$ cat src/design/jtsrs_pkg.sv
// Package for the TMS shift-region splitter: TAP state codes, the TAP
// next-state function, shared item and flag types. No dependencies.
package jtsrs_pkg;

  // Default width of a bit position within one sequence.
  localparam int POS_BITS_DEF = 16;

  typedef logic [3:0] tap_state_t;

  // TAP controller states, in the usual encoding order.
  localparam tap_state_t ST_TEST_LOGIC_RESET = 4'd0;
  localparam tap_state_t ST_RUN_TEST_IDLE    = 4'd1;
  localparam tap_state_t ST_SELECT_DR        = 4'd2;
  localparam tap_state_t ST_CAPTURE_DR       = 4'd3;
  localparam tap_state_t ST_SHIFT_DR         = 4'd4;
  localparam tap_state_t ST_EXIT1_DR         = 4'd5;
  localparam tap_state_t ST_PAUSE_DR         = 4'd6;
  localparam tap_state_t ST_EXIT2_DR         = 4'd7;
  localparam tap_state_t ST_UPDATE_DR        = 4'd8;
  localparam tap_state_t ST_SELECT_IR        = 4'd9;
  localparam tap_state_t ST_CAPTURE_IR       = 4'd10;
  localparam tap_state_t ST_SHIFT_IR         = 4'd11;
  localparam tap_state_t ST_EXIT1_IR         = 4'd12;
  localparam tap_state_t ST_PAUSE_IR         = 4'd13;
  localparam tap_state_t ST_EXIT2_IR         = 4'd14;
  localparam tap_state_t ST_UPDATE_IR        = 4'd15;

  // One input item as held in the input register.
  typedef struct packed {
    logic       tms_bit;
    logic       first_bit;
    logic       last_bit;
    tap_state_t start_state;
  } in_item_t;

  // Flag part of one result item; positions travel alongside.
  typedef struct packed {
    logic       region_is_tms;
    logic       region_flip_tms;
    tap_state_t final_state;
    logic       last_region;
  } region_flags_t;

  // True for the two shift states.
  function automatic logic is_shift(input tap_state_t s);
    return (s == ST_SHIFT_DR) || (s == ST_SHIFT_IR);
  endfunction

  // Standard TAP state transition on one TMS bit.
  function automatic tap_state_t tap_step(input tap_state_t cur, input logic tms);
    tap_state_t nxt;
    nxt = ST_TEST_LOGIC_RESET;
    case (cur)
      ST_TEST_LOGIC_RESET: nxt = tms ? ST_TEST_LOGIC_RESET : ST_RUN_TEST_IDLE;
      ST_RUN_TEST_IDLE:    nxt = tms ? ST_SELECT_DR        : ST_RUN_TEST_IDLE;
      ST_SELECT_DR:        nxt = tms ? ST_SELECT_IR        : ST_CAPTURE_DR;
      ST_CAPTURE_DR:       nxt = tms ? ST_EXIT1_DR         : ST_SHIFT_DR;
      ST_SHIFT_DR:         nxt = tms ? ST_EXIT1_DR         : ST_SHIFT_DR;
      ST_EXIT1_DR:         nxt = tms ? ST_UPDATE_DR        : ST_PAUSE_DR;
      ST_PAUSE_DR:         nxt = tms ? ST_EXIT2_DR         : ST_PAUSE_DR;
      ST_EXIT2_DR:         nxt = tms ? ST_UPDATE_DR        : ST_SHIFT_DR;
      ST_UPDATE_DR:        nxt = tms ? ST_SELECT_DR        : ST_RUN_TEST_IDLE;
      ST_SELECT_IR:        nxt = tms ? ST_TEST_LOGIC_RESET : ST_CAPTURE_IR;
      ST_CAPTURE_IR:       nxt = tms ? ST_EXIT1_IR         : ST_SHIFT_IR;
      ST_SHIFT_IR:         nxt = tms ? ST_EXIT1_IR         : ST_SHIFT_IR;
      ST_EXIT1_IR:         nxt = tms ? ST_UPDATE_IR        : ST_PAUSE_IR;
      ST_PAUSE_IR:         nxt = tms ? ST_EXIT2_IR         : ST_PAUSE_IR;
      ST_EXIT2_IR:         nxt = tms ? ST_UPDATE_IR        : ST_SHIFT_IR;
      ST_UPDATE_IR:        nxt = tms ? ST_SELECT_DR        : ST_RUN_TEST_IDLE;
      default:             nxt = ST_TEST_LOGIC_RESET;
    endcase
    return nxt;
  endfunction

endpackage

$ cat src/design/jtsrs_in_if.sv
// Input channel of the TMS shift-region splitter: valid/ready plus one TMS bit item.
// Depends on nothing.
interface jtsrs_in_if;
  logic       valid;
  logic       ready;
  logic       tms_bit;
  logic       first_bit;
  logic       last_bit;
  logic [3:0] start_state;

  modport source (output valid, output tms_bit, output first_bit,
                  output last_bit, output start_state, input ready);
  modport sink   (input valid, input tms_bit, input first_bit,
                  input last_bit, input start_state, output ready);
endinterface

$ cat src/design/jtsrs_out_if.sv
// Result channel of the TMS shift-region splitter: valid/ready plus one region item.
// Depends on jtsrs_pkg for the default position width.
interface jtsrs_out_if #(
  parameter int POS_BITS = jtsrs_pkg::POS_BITS_DEF
);
  logic                valid;
  logic                ready;
  logic                region_is_tms;
  logic                region_flip_tms;
  logic [POS_BITS-1:0] region_begin;
  logic [POS_BITS:0]   region_end;
  logic [3:0]          final_state;
  logic                last_region;

  modport source (output valid, output region_is_tms, output region_flip_tms,
                  output region_begin, output region_end, output final_state,
                  output last_region, input ready);
  modport sink   (input valid, input region_is_tms, input region_flip_tms,
                  input region_begin, input region_end, input final_state,
                  input last_region, output ready);
endinterface

$ cat src/design/jtag_tms_shift_region_splitter_core.sv
// TMS shift-region splitter. Takes one TMS bit per item and steps the JTAG TAP
// controller; an item enters the input register and its region, if any, is
// decided from there and written to the result register once that register is
// free or draining. The block takes one item every cycle while the result side
// does not stall; a single TAP table step per bit lies between the two
// registers, and a stall on the result side holds the input register. Items that
// cause no region leave nothing on the result channel. Depends on jtsrs_pkg,
// jtsrs_in_if, jtsrs_out_if and jtsrs_region_logic.
module jtag_tms_shift_region_splitter_core #(
  parameter int POS_BITS = jtsrs_pkg::POS_BITS_DEF
) (
  input  logic  clk,
  input  logic  rst_n,
  jtsrs_in_if.sink    in_if,
  jtsrs_out_if.source out_if
);

  logic                     s1_valid_r, s1_valid_nxt;
  jtsrs_pkg::in_item_t      s1_item_r;
  logic                     s1_go;

  logic                     has_region;
  jtsrs_pkg::region_flags_t flags;
  logic [POS_BITS-1:0]      region_begin;
  logic [POS_BITS:0]        region_end;

  logic                     out_valid_r, out_valid_nxt;
  jtsrs_pkg::region_flags_t out_flags_r;
  logic [POS_BITS-1:0]      out_begin_r;
  logic [POS_BITS:0]        out_end_r;

  // The held item moves on whenever the result register is free or draining.
  assign s1_go       = s1_valid_r && (!out_valid_r || out_if.ready);
  assign in_if.ready = !s1_valid_r || s1_go;

  // Input register.
  always_comb begin
    s1_valid_nxt = s1_valid_r;
    if (in_if.valid && in_if.ready) begin
      s1_valid_nxt = 1'b1;
    end else if (s1_go) begin
      s1_valid_nxt = 1'b0;
    end
  end

  always_ff @(posedge clk) begin
    if (!rst_n) begin
      s1_valid_r <= 1'b0;
    end else begin
      s1_valid_r <= s1_valid_nxt;
    end
  end

  always_ff @(posedge clk) begin
    if (in_if.valid && in_if.ready) begin
      s1_item_r.tms_bit     <= in_if.tms_bit;
      s1_item_r.first_bit   <= in_if.first_bit;
      s1_item_r.last_bit    <= in_if.last_bit;
      s1_item_r.start_state <= in_if.start_state;
    end
  end

  // Sequence state and region decision.
  jtsrs_region_logic #(
    .POS_BITS (POS_BITS)
  ) u_region (
    .clk          (clk),
    .rst_n        (rst_n),
    .step         (s1_go),
    .item         (s1_item_r),
    .has_region   (has_region),
    .flags        (flags),
    .region_begin (region_begin),
    .region_end   (region_end)
  );

  // Result register.
  always_comb begin
    out_valid_nxt = out_valid_r;
    if (s1_go) begin
      out_valid_nxt = has_region;
    end else if (out_if.ready) begin
      out_valid_nxt = 1'b0;
    end
  end

  always_ff @(posedge clk) begin
    if (!rst_n) begin
      out_valid_r <= 1'b0;
    end else begin
      out_valid_r <= out_valid_nxt;
    end
  end

  always_ff @(posedge clk) begin
    if (s1_go && has_region) begin
      out_flags_r <= flags;
      out_begin_r <= region_begin;
      out_end_r   <= region_end;
    end
  end

  assign out_if.valid           = out_valid_r;
  assign out_if.region_is_tms   = out_flags_r.region_is_tms;
  assign out_if.region_flip_tms = out_flags_r.region_flip_tms;
  assign out_if.region_begin    = out_begin_r;
  assign out_if.region_end      = out_end_r;
  assign out_if.final_state     = out_flags_r.final_state;
  assign out_if.last_region     = out_flags_r.last_region;

endmodule

$ cat src/design/jtsrs_region_logic.sv
// Sequence state (TAP state, bit position, open region start) and the
// per-bit region decision. Depends on jtsrs_pkg.
module jtsrs_region_logic #(
  parameter int POS_BITS = jtsrs_pkg::POS_BITS_DEF
) (
  input  logic                     clk,
  input  logic                     rst_n,
  input  logic                     step,
  input  jtsrs_pkg::in_item_t      item,
  output logic                     has_region,
  output jtsrs_pkg::region_flags_t flags,
  output logic [POS_BITS-1:0]      region_begin,
  output logic [POS_BITS:0]        region_end
);

  jtsrs_pkg::tap_state_t tap_state_r, tap_state_nxt;
  logic [POS_BITS:0]     bit_pos_r, bit_pos_nxt;
  logic [POS_BITS:0]     region_start_r, region_start_nxt;

  jtsrs_pkg::tap_state_t cur, nxt;
  logic [POS_BITS:0]     pos, start, here;
  logic                  entry, leave;

  // A first bit restarts the sequence from the supplied TAP state.
  always_comb begin
    cur   = item.first_bit ? item.start_state : tap_state_r;
    pos   = item.first_bit ? '0 : bit_pos_r;
    start = item.first_bit ? '0 : region_start_r;
    nxt   = jtsrs_pkg::tap_step(cur, item.tms_bit);
    // Position saturates once the top bit is reached.
    here  = pos[POS_BITS] ? pos : pos + {{POS_BITS{1'b0}}, 1'b1};
    entry = !jtsrs_pkg::is_shift(cur) && jtsrs_pkg::is_shift(nxt);
    leave = jtsrs_pkg::is_shift(cur) && !jtsrs_pkg::is_shift(nxt);
  end

  // Region emitted on entry to or exit from a shift state, or as the tail.
  always_comb begin
    has_region            = entry || leave || item.last_bit;
    flags.region_is_tms   = entry ? 1'b1 : (leave ? 1'b0 : !jtsrs_pkg::is_shift(nxt));
    flags.region_flip_tms = leave;
    flags.final_state     = nxt;
    flags.last_region     = item.last_bit;
    region_begin          = start[POS_BITS] ? {POS_BITS{1'b1}} : start[POS_BITS-1:0];
    region_end            = here;
  end

  // State after this bit; the last bit of a sequence rewinds the positions.
  always_comb begin
    tap_state_nxt    = nxt;
    bit_pos_nxt      = item.last_bit ? '0 : here;
    region_start_nxt = item.last_bit ? '0 : ((entry || leave) ? here : start);
  end

  always_ff @(posedge clk) begin
    if (!rst_n) begin
      tap_state_r    <= jtsrs_pkg::ST_TEST_LOGIC_RESET;
      bit_pos_r      <= '0;
      region_start_r <= '0;
    end else if (step) begin
      tap_state_r    <= tap_state_nxt;
      bit_pos_r      <= bit_pos_nxt;
      region_start_r <= region_start_nxt;
    end
  end

endmodule

$ cat src/flat_wrapper.sv
// flat-port wrapper written by rule: the top's interface ports become plain ports
module jtag_tms_shift_region_splitter_core_flat 
#(
  parameter int POS_BITS = jtsrs_pkg::POS_BITS_DEF
)
  (clk, rst_n, in_if_valid, in_if_tms_bit, in_if_first_bit, in_if_last_bit, in_if_start_state, in_if_ready, out_if_valid, out_if_region_is_tms, out_if_region_flip_tms, out_if_region_begin, out_if_region_end, out_if_final_state, out_if_last_region, out_if_ready);
  jtsrs_in_if in_if_i ();
  jtsrs_out_if #(.POS_BITS(POS_BITS)) out_if_i ();
  input  logic clk;
  input  logic rst_n;
  input wire logic [$bits(in_if_i.valid)-1:0] in_if_valid;
  input wire logic [$bits(in_if_i.tms_bit)-1:0] in_if_tms_bit;
  input wire logic [$bits(in_if_i.first_bit)-1:0] in_if_first_bit;
  input wire logic [$bits(in_if_i.last_bit)-1:0] in_if_last_bit;
  input wire logic [$bits(in_if_i.start_state)-1:0] in_if_start_state;
  output wire logic [$bits(in_if_i.ready)-1:0] in_if_ready;
  output wire logic [$bits(out_if_i.valid)-1:0] out_if_valid;
  output wire logic [$bits(out_if_i.region_is_tms)-1:0] out_if_region_is_tms;
  output wire logic [$bits(out_if_i.region_flip_tms)-1:0] out_if_region_flip_tms;
  output wire logic [$bits(out_if_i.region_begin)-1:0] out_if_region_begin;
  output wire logic [$bits(out_if_i.region_end)-1:0] out_if_region_end;
  output wire logic [$bits(out_if_i.final_state)-1:0] out_if_final_state;
  output wire logic [$bits(out_if_i.last_region)-1:0] out_if_last_region;
  input wire logic [$bits(out_if_i.ready)-1:0] out_if_ready;
  assign in_if_i.valid = in_if_valid;
  assign in_if_i.tms_bit = in_if_tms_bit;
  assign in_if_i.first_bit = in_if_first_bit;
  assign in_if_i.last_bit = in_if_last_bit;
  assign in_if_i.start_state = in_if_start_state;
  assign in_if_ready = in_if_i.ready;
  assign out_if_valid = out_if_i.valid;
  assign out_if_region_is_tms = out_if_i.region_is_tms;
  assign out_if_region_flip_tms = out_if_i.region_flip_tms;
  assign out_if_region_begin = out_if_i.region_begin;
  assign out_if_region_end = out_if_i.region_end;
  assign out_if_final_state = out_if_i.final_state;
  assign out_if_last_region = out_if_i.last_region;
  assign out_if_i.ready = out_if_ready;
  jtag_tms_shift_region_splitter_core #(.POS_BITS(POS_BITS)) u_core (.clk(clk), .rst_n(rst_n), .in_if(in_if_i), .out_if(out_if_i));
endmodule
$ cat config.mk
export PLATFORM = sky130hd
export DESIGN_NAME = jtag_tms_shift_region_splitter_core_flat
export DESIGN_NICKNAME = d
export VERILOG_FILES = /design/src/design/jtsrs_pkg.sv /design/src/design/jtsrs_in_if.sv /design/src/design/jtsrs_out_if.sv /design/src/design/jtag_tms_shift_region_splitter_core.sv /design/src/design/jtsrs_region_logic.sv /design/src/flat_wrapper.sv
export SDC_FILE = /design/constraint.sdc
export NUM_CORES = 1
export LEC_CHECK = 0
export ABC_AREA = 1
export BUFFER_PORTS_ARGS = -buffer_cell sky130_fd_sc_hd__buf_2
export CAP_MARGIN = 20
export CORE_ASPECT_RATIO = 1.5
export CORE_MARGIN = 4
export CORE_UTILIZATION = 55
export DETAILED_ROUTE_END_ITERATION = 8
export PLACE_DENSITY = 0.86
export SLEW_MARGIN = 30
export SYNTH_ARGS = -nofsm -noshare
export SYNTH_HDL_FRONTEND = slang
export SYNTH_SLANG_ARGS = --single-unit
$ cat constraint.sdc
create_clock -name clk -period 5.5 [get_ports clk]
set_clock_uncertainty 0.1 [all_clocks]
set_input_delay 0.275 -clock clk [delete_from_list [all_inputs] [get_ports clk]]
set_output_delay 0.275 -clock clk [all_outputs]
set_load 0.03 [all_outputs]
==> results of run 1 <==
-- cells in the mapped netlist --
cell type / count
a21oi_1: 58
a21oi_2: 1
a22oi_1: 1
and2_1: 1
buf_12: 2
buf_2: 5
buf_4: 2
buf_6: 1
clkbuf_1: 10
clkinv_1: 1
dfxtp_1: 40
edfxtp_1: 47
ha_1: 4
inv_1: 43
inv_2: 4
inv_8: 1
nand2_1: 176
nand2_2: 16
nand2_4: 4
nand3_1: 17
nand3_2: 5
nand3b_1: 2
nand3b_2: 1
nand4_1: 6
nor2_1: 20
nor2_2: 13
nor2_4: 8
nor3_1: 3
nor3_2: 2
o2111ai_1: 1
o21ai_0: 9
o21ai_1: 10
or2_2: 1
xnor2_1: 2
xnor2_2: 1
xor2_1: 2
-- worst max-delay path: cells and delay by family (launching register included) --
kind	cells	cell delay, ns
AND/OR/NAND/NOR	10	1.15
flip-flops	1	0.93
AO/OA/AOI/OAI	1	0.84
adder cells (fa/ha/maj)	1	0.65
buffers and inverters	2	0.60
-- layout make-up --
cell class	instances	area [um2]	share of cell area, %
Timing Repair Buffer	59	323	6.47
Tap cell	102	128	2.56
Clock inverter	6	86.3	1.73
Inverter	49	191	3.84
Sequential cell	87	2210	44.3
Clock buffer	10	229	4.59
Multi-Input combinational cell	364	1820	36.5
-- final timing paths --
| kind | start | end | slack (ns) | cells past startpoint |
|---|---|---|---|---|
| max reg2reg | u_core.s1_item_r[5] | u_core.out_if.region_end[6] | 0.91 | 14 |
| min reg2reg | u_core.u_region.bit_pos_r[14] | u_core.u_region.bit_pos_r[14] | 0.37 | 2 |
| min | in_if_first_bit | u_core.s1_item_r[5] | 0.007 | 1 |
| max | u_core.s1_item_r[5] | u_core.out_if.region_end[6] | 0.91 | 14 |
-- where the power goes --
| group | switching, uW | internal [uW] |
|---|---|---|
| logic | 145 | 55.2 |
| registers | 12.2 | 711 |
| clock network | 237 | 396 |
-- registers in the layout, indices dropped and copies added, names as in the netlist --
name,flops
u_core.out_if.final_state,4
u_core.out_if.last_region,1
u_core.out_if.region_begin,16
u_core.out_if.region_end,17
u_core.out_if.region_flip_tms,1
u_core.out_if.region_is_tms,1
u_core.out_if.valid,1
u_core.s1_item_r,7
u_core.s1_valid_r,1
u_core.u_region.bit_pos_r,17
u_core.u_region.region_start_r,17
u_core.u_region.tap_state_r,4
-- per-layer routing --
layer,global-route usage (%),part of all wire [%],vias up
met2,36.4,51,143
met4,11.2,4.1,0
met1,24.8,38,1687
met3,5.74,6.3,38
met5,0,0,-
li1,-,-,1793
-- metrics by stage --
stage	area [um2]	hold slack (ns)	setup WS, ns	instances
after global routing	4990	0.00128	0.553	677
after CTS	4990	0.00223	0.932	677
final	4990	0.00729	0.914	677
after global placement	4640	0.351	1.20	657
after floorplan	4340	0.274	1.03	520
after detailed placement	4640	0.353	1.03	657
-- layout by cell type, fill, tap and decap left out, types with 3 or more instances in the layout --
master         count
nand2_1          176
o21ai_1           10
inv_1             43
nor2_1            20
buf_2             52
nor3_1             3
a21oi_1           57
nand4_1            6
nor2_2            13
inv_2              4
nand3_2            5
nand3_1           17
edfxtp_1          47
nand2_2           16
o21ai_0            9
dfxtp_1           40
nand2_4            4
ha_1               4
dlygate4sd3_1      4
nor2_4             8
clkbuf_16          9
buf_4              3
-- cell families (layout without fill, tap and decap cells) --
family / after synthesis / after routing / share of synthesized area, %
simple gates: 275 / 275 / 29.9
flops: 87 / 87 / 50.9
fa+ha+maj: 4 / 4 / 1.15
xor+xnor: 5 / 5 / 1.18
compound gates: 80 / 80 / 9.45
buf+inv: 69 / 124 / 7.38
==> impl_metrics.tcl, run 1 <==
set metrics [dict create \
    fin_util_pct 65.1 \
    setup_violations 0 \
    tightest_slew_ns 0.928 \
    power.density_nw_per_um2 312 \
    critical-path-slowest-cell "edfxtp_1" \
    drive_gt1_share_pct 22.3 \
    min_period_over_period_pct 83.4 \
    rsz0062_at_grt "no" \
    post_cts_buffers 0 \
    antenna_left 0 \
    status "finished, final reports clean" \
    yosysTopAreaCellShare_pct 32.5 \
    cts_max_level 3 \
    row_count 39 \
    cts_buffers 9 \
    totalPowerFinal_uw 1560 \
    p_leak_uw 0.00211 \
    floorplan.die.height_um 117 \
    drtIter0Drc 417 \
    fillerInstances 614 \
    avgViaCountPerCell 5.41 \
    ios 53 \
    synth_top_cell_by_area "edfxtp_1" \
    synth_area_um2 4340 \
    maxSlewHeadroom_pct 38.2 \
    cts_resized 0 \
    path_max_fanout 35 \
    dpl.hpwl_mm 6.56 \
    hold_class "in2reg" \
    final_max_slew_viol_count 0 \
    syn_avg_cell_area_um2 8.35 \
    drcViolationCount 0 \
    root_buffer "clkbuf_16" \
    cap_viol_max_count 0 \
    finalWeightedCongestion 0.920 \
    grt_max_degree 44 \
    cts_max_path_buffers 2 \
    holdBufCountCts 4 \
    diodes 0 \
    synth_cell_types 36 \
    cts_tree "built" \
    wl_mm 9.46 \
    cts.clk_slew.worst_paths_ns 0.06 \
    fp.dieW_um 80.6 \
    end_kind "flop" \
    area_growth_pct 14.9 \
    grt_antenna_before_repair 0 \
    grt_pass1_wl_mm 15.4 \
    core_um2 7660 \
    yosysWarnings 0 \
    vdd_drop_max_v 0.000197 \
    clock_sinks 87 \
    cp_data_arrival_time_ns 4.52 \
    die-area_um2 9410 \
    worstPathCellList "inv_8 > nand2_1 > nand2_1 > nor2_2 > nand2_1 > nand2_1 > nand2_1 > nand3_2 > nand3_2 > nor2_1 > nor2_1 > ha_1 > a21oi_4 > buf_4" \
    syn_nets 535 \
    fin_crit_ns 4.59 \
    fmax_mhz 218 \
    firstDrtPassIters 5 \
    initial_core_util_pct 56.7 \
    ys_seq_area_share_pct 50.9 \
    ys_top_cells_by_area "edfxtp_1 (32%), dfxtp_1 (18%), nand2_1 (15%)" \
    clk_latency_ns 0.34 \
    grt_pass1_vias 3377 \
    nNetsFinal 585 \
    max_stage_delay_ns 0.93 \
    io_buffers 52 \
    wl_per_cell_um 14.0 \
    cp_common_cell "nand2_1" \
    crit_type "reg2reg" \
    critPathRequiredTime_ns 5.44 \
    grt_util_all_layers_pct 21.5 \
    report.final.hold_viol_count 0 \
    vias 3661 \
    grt-ovfl-total 0 \
    finalSetupTns_ns 0 \
    ys_ff_latch 87 \
    synthCells 520 \
    startpoint_type "flop" \
]
Power figures use the tool's default switching activity.
==> run 2, diff against run 1 <==
--- a/config.mk
+++ b/config.mk
@@ -10,9 +10,9 @@
 export CAP_MARGIN = 20
 export CORE_ASPECT_RATIO = 1.5
 export CORE_MARGIN = 4
-export CORE_UTILIZATION = 55
+export CORE_UTILIZATION = 52
 export DETAILED_ROUTE_END_ITERATION = 8
-export PLACE_DENSITY = 0.86
+export PLACE_DENSITY = 0.85
 export SLEW_MARGIN = 30
 export SYNTH_ARGS = -nofsm -noshare
 export SYNTH_HDL_FRONTEND = slang
==> constraint.sdc (replaced) <==
create_clock -name clk -period 4 [get_ports clk]
set_clock_uncertainty 0.1 [all_clocks]
set_input_delay 0.2 -clock clk [delete_from_list [all_inputs] [get_ports clk]]
set_output_delay 0.2 -clock clk [all_outputs]
set_load 0.03 [all_outputs]
==> impl_metrics.tcl, run 2 (same netlist as run 1, synthesis figures left out) <==
set metrics [dict create \
    io_buffers 52 \
    path_max_fanout 35 \
    p_int_uw 1540 \
    setup_violations 0 \
    fin_crit_ns 3.16 \
    setup.worst_path.end "u_core.u_region.region_start_r[15]" \
    core_um2 8060 \
    cp_data_arrival_time_ns 3.25 \
    vias 3566 \
    final_cell_mix "nand2_1 (176), a21oi_1 (57), buf_2 (52), edfxtp_1 (47), inv_1 (43)" \
    fp.dieW_um 82.6 \
    final_area_um2 5020 \
    finalSetupTns_ns 0 \
    area_growth_pct 15.7 \
    grt_pass1_wl_mm 15.5 \
    fillerInstances 651 \
    cts_max_level 3 \
    clk_latency_ns 0.34 \
    drive_gt1_share_pct 22.2 \
    drcViolationCount 0 \
    tightest_slew_ns 0.771 \
    critical-path-slowest-cell "edfxtp_1" \
    rsz0062_at_grt "no" \
    cts.clk_slew.worst_paths_ns 0.06 \
    max_stage_delay_ns 0.59 \
    root_buffer "clkbuf_16" \
    path_delay_family "simple AND/OR/NAND/NOR gates" \
    drtIter0Drc 265 \
    min_period_over_period_pct 79.1 \
    worstPathCellList "inv_8 > nand2_1 > nand2_1 > nor2_2 > nand2_1 > nand2_1 > nand2_1 > nand3_2 > nand3_2 > nor2_1 > nor2_1 > ha_1 > buf_4 > inv_1 > nand3_1 > nand2_1 > a21oi_1" \
    power.density_nw_per_um2 413 \
    end_kind "flop" \
    clkPwrFrac_pct 38.8 \
    fmax_mhz 316 \
    reg2reg_slack_ns 0.84 \
    final_common_cell "nand2_1" \
    swShare_pct 25.7 \
    wl_mm 9.26 \
    die-area_um2 9910 \
    cts_max_path_buffers 2 \
    ios 53 \
    p_switching_uw 534 \
    vdd_drop_max_v 0.000272 \
    antenna_left 0 \
    status "finished, final reports clean" \
    finalWeightedCongestion 0.903 \
    cap_viol_max_count 0 \
    firstDrtPassIters 5 \
    r2r_end "u_core.u_region.region_start_r[15]" \
    post_cts_buffers 0 \
    floorplan.die.height_um 120 \
    crit_path_start "u_core.s1_item_r[5]" \
    dpl.hpwl_mm 6.52 \
    initial_core_util_pct 53.9 \
    hold_class "in2reg" \
    rr_worst_depth 17 \
    r2r-start "u_core.s1_item_r[5]" \
    nNetsFinal 590 \
    cts_resized 0 \
    wl_per_cell_um 13.5 \
    final_max_slew_viol_count 0 \
    avgViaCountPerCell 5.21 \
    row_count 40 \
    pwr-share-seq_pct 47.8 \
    grt_pass1_vias 3322 \
    worstPathBufferInverterCount 3 \
    report.final.hold_viol_count 0 \
    grt_max_degree 40 \
    p_leak_uw 0.00213 \
    diodes 0 \
    grt_antenna_before_repair 0 \
    cp_common_cell "nand2_1" \
    cts_tree "built" \
    cts_buffers 9 \
    clock_sinks 87 \
    crit_type "reg2reg" \
    comb_power_share_pct 13.4 \
    grt_util_all_layers_pct 20.2 \
    critical_path_depth 17 \
    grt-ovfl-total 0 \
    startpoint_type "flop" \
    maxSlewHeadroom_pct 48.6 \
    placed_area_um2 4670 \
    critPathRequiredTime_ns 4.09 \
]
-- run 2: cell count changes in the layout (fill, tap and decap cells not counted), sizes merged --
cell / before / now
inv: 48 / 50
clkinvlp: 1 / 0
bufinv: 2 / 1
buf: 55 / 57
dlygate4sd3: 4 / 7
-- run 2: worst min path at each step --
| stage | startpoint | endpoint | slack (ns) | cells after the start |
|---|---|---|---|---|
| 2_1_floorplan | in_if_start_state[0] | u_core.s1_item_r[0] | 0.20 | 0 |
| 3_3_place_gp | in_if_start_state[0] | u_core.s1_item_r[0] | 0.28 | 1 |
| 3_5_place_dp | in_if_start_state[1] | u_core.s1_item_r[1] | 0.28 | 1 |
| 4_1_cts | in_if_valid | u_core.s1_valid_r | 0.05 | 3 |
| 5_1_grt | in_if_valid | u_core.s1_valid_r | 0.06 | 3 |
| 6_report | in_if_valid | u_core.s1_valid_r | 0.06 | 3 |
-- run 2: timing repair --
item,in CTS,in global routing
hold endpoints to repair,7,0
endpoints found under the setup margin,0,0
hold buffers,7,0
-- run 2: metrics by stage --
| step | cells | power, uW | setup WS (ns) | hold WS [ns] | utilization [%] |
|---|---|---|---|---|---|
| after floorplan | 520 | 1220 | 0.326 | 0.199 | - |
| after global placement | 662 | 1270 | 0.907 | 0.277 | 57.9 |
| after detailed placement | 662 | 1280 | 0.874 | 0.278 | 57.9 |
| after CTS | 685 | 2090 | 0.863 | 0.0471 | 62.4 |
| after global routing | 685 | 2170 | 0.507 | 0.0623 | 62.4 |
| final | 685 | 2070 | 0.838 | 0.0580 | 62.4 |
-- run 2: tightest hold or removal path, delay by kind of cell --
| family | cells | cell delay, ns |
|---|---|---|
| AOI/OAI and AO/OA | 1 | 0.06 |
| buffers and inverters | 1 | 0.10 |
| and+or+nand+nor | 1 | 0.08 |
-- run 2: final cells by class --
cell class / count / area (um2) / area share, %
Clock inverter: 6 / 58.8 / 1.17
Sequential cell: 87 / 2210 / 44.0
Timing Repair Buffer: 64 / 380 / 7.57
Multi-Input combinational cell: 364 / 1820 / 36.3
Inverter: 49 / 191 / 3.81
Clock buffer: 10 / 229 / 4.56
Tap cell: 105 / 131 / 2.61
-- run 2: routing by layer --
metal	up-vias	track usage (%)	routed length, um
met5	-	0	0
met4	0	11.0	290
met3	22	2.85	383
met2	91	32.7	4650
met1	1655	25.4	3940
li1	1798	-	-
-- run 2: power groups by stage --
stage          Sequential [uW]  Clock [uW]  Combinational [uW]
2_1_floorplan             1030           0                 183
6_report                   991         806                 278
3_5_place_dp              1010           0                 270
4_1_cts                    991         824                 276
5_1_grt                    993         873                 306
3_3_place_gp              1010           0                 264
==> run 3, diff against run 2 <==
==> constraint.sdc (replaced) <==
create_clock -name clk -period 2.8 [get_ports clk]
set_clock_uncertainty 0.1 [all_clocks]
set_input_delay 0.14 -clock clk [delete_from_list [all_inputs] [get_ports clk]]
set_output_delay 0.14 -clock clk [all_outputs]
set_load 0.03 [all_outputs]
==> impl_metrics.tcl, run 3 (same netlist as run 1, synthesis figures left out) <==
set metrics [dict create \
    status "finished, final reports clean" \
    worstPathBufferInverterCount 5 \
    drive_gt1_share_pct 28.2 \
    root_buffer "clkbuf_16" \
    avgViaCountPerCell 5.56 \
    grt_antenna_before_repair 0 \
    fmax_mhz 361 \
    grt_max_degree 28 \
    reg2reg_slack_ns 0.03 \
    antenna_left 0 \
    core_um2 8060 \
    die-area_um2 9910 \
    holdCritStartpoint "out_if_ready" \
    fin_crit_ns 2.77 \
    max_stage_delay_ns 0.41 \
    hold_ws_ns 0.0794 \
    hold_class "in2reg" \
    area_growth_pct 24.5 \
    rr_worst_depth 17 \
    dpl.hpwl_mm 6.78 \
    clock_sinks 87 \
    cts_tree "built" \
    report.final.hold_viol_count 0 \
    vdd_drop_max_v 0.000356 \
    cts_max_path_buffers 2 \
    wl_per_cell_um 15.4 \
    whs_endpoint "u_core.out_if.valid" \
    cts.clk_slew.worst_paths_ns 0.06 \
    cap_viol_max_count 0 \
    crit_type "reg2reg" \
    power.density_nw_per_um2 580 \
    finalWeightedCongestion 1.09 \
    vias 3912 \
    cts_buffers 9 \
    critPathRequiredTime_ns 2.76 \
    fin_util_pct 67.1 \
    clk_latency_ns 0.34 \
    holdPathStages 4 \
    io_buffers 52 \
    cts_max_level 3 \
    fp.dieW_um 82.6 \
    path_max_fanout 8 \
    worstPathCellList "buf_6 > clkinv_8 > nand2_1 > nand2_4 > nor2_4 > nand2_2 > nand2_1 > nand2_1 > inv_2 > nor2_4 > nand3_4 > nor2_4 > nor2_4 > ha_4 > a21oi_4 > buf_6 > clkbuf_16" \
    final_common_cell "nand2_1" \
    firstDrtPassIters 5 \
    cp_common_cell "nor2_4" \
    diodes 0 \
    nNetsFinal 610 \
    p_leak_uw 0.00228 \
    drtIter0Drc 268 \
    startpoint_type "flop" \
    final_cell_mix "nand2_1 (165), a21oi_1 (57), buf_2 (52), edfxtp_1 (47), inv_1 (41)" \
    maxSlewHeadroom_pct 46.8 \
    tightest_slew_ns 0.797 \
    grt_pass1_wl_mm 16.1 \
    path_delay_family "simple AND/OR/NAND/NOR gates" \
    ios 53 \
    min_period_over_period_pct 98.9 \
    floorplan.die.height_um 120 \
    cp_data_arrival_time_ns 2.73 \
    r2r-start "u_core.s1_item_r[5]" \
    grt_util_all_layers_pct 21.2 \
    r2r_end "u_core.out_if.region_end[3]" \
    initial_core_util_pct 53.9 \
    drcViolationCount 0 \
    end_kind "flop" \
    wl_mm 10.8 \
    grt-ovfl-total 0 \
    critical-path-slowest-cell "edfxtp_1" \
    setup_violations 0 \
    row_count 40 \
    final_max_slew_viol_count 0 \
    grt_pass1_vias 3567 \
]
## run 3: how the worst max path moves through the flow
stage / slack [ns] / start / cells after the start / endpoint
6_report: 0.03 / u_core.s1_item_r[5] / 17 / u_core.out_if.region_end[3]
5_1_grt: -0.10 / u_core.s1_item_r[5] / 17 / u_core.out_if.region_end[3]
4_1_cts: 0.007 / u_core.s1_item_r[5] / 16 / u_core.out_if.region_end[4]
3_5_place_dp: -0.15 / u_core.s1_item_r[5] / 13 / u_core.out_if.region_end[15]
2_1_floorplan: -0.29 / u_core.s1_item_r[5] / 17 / u_core.out_if.final_state[0]
3_3_place_gp: -0.002 / u_core.s1_item_r[5] / 13 / u_core.out_if.region_end[15]
## run 3: layer usage
layer,part of all wire (%),global-route usage [%],vias up
met5,0,0,-
met4,4.2,12.4,0
met3,6.8,5.18,52
met2,53,36.0,196
met1,36,23.1,1826
li1,-,-,1838
## run 3: metrics by stage
step	total power, uW	cell area, um2	setup slack (ns)	TNS [ns]	instances
6_report	3130	5410	0.0305	0	704
5_1_grt	3240	5410	-0.103	-3.52	704
4_1_cts	3030	5150	0.00651	0	694
3_5_place_dp	1840	4720	-0.150	-6.89	667
3_3_place_gp	1830	4720	-0.00178	-0.0158	667
2_1_floorplan	1750	4380	-0.288	-11.70	520
## run 3: report_power, final
part / internal (uW) / total, uW / switching (uW)
sequential: 1390 / 1420 / 20.3
clock: 709 / 1190 / 478
combinational: 187 / 531 / 344
## run 3: what timing repair did
item,4_1_cts,5_1_grt
gates resized for setup,1,38
endpoints found under the setup margin,58,60
buffers inserted,3,6
hold buffers,8,0
cloned,1,4
pin swaps,1,13
endpoints found under the hold margin,8,0
## run 3: layout make-up
type                            count  area (um2)
Sequential cell                    87        2210
Timing Repair Buffer               83         607
Fill cell                         581        2650
Multi-Input combinational cell    364        1950
Timing Repair inverter              1        8.76
Tap cell                          105         131
Clock buffer                       10         239
Inverter                           49         196
Clock inverter                      5        58.8
## run 3: worst reg2reg max path: stages, from the launching register on
cell	delay (ns)
edfxtp_1	0.41
buf_6	0.18
clkinv_8	0.06
nand2_1	0.10
nand2_4	0.13
nor2_4	0.06
nand2_2	0.07
nand2_1	0.09
nand2_1	0.08
inv_2	0.05
nor2_4	0.13
nand3_4	0.10
nor2_4	0.13
nor2_4	0.06
ha_4	0.26
a21oi_4	0.17
buf_6	0.16
clkbuf_16	0.15
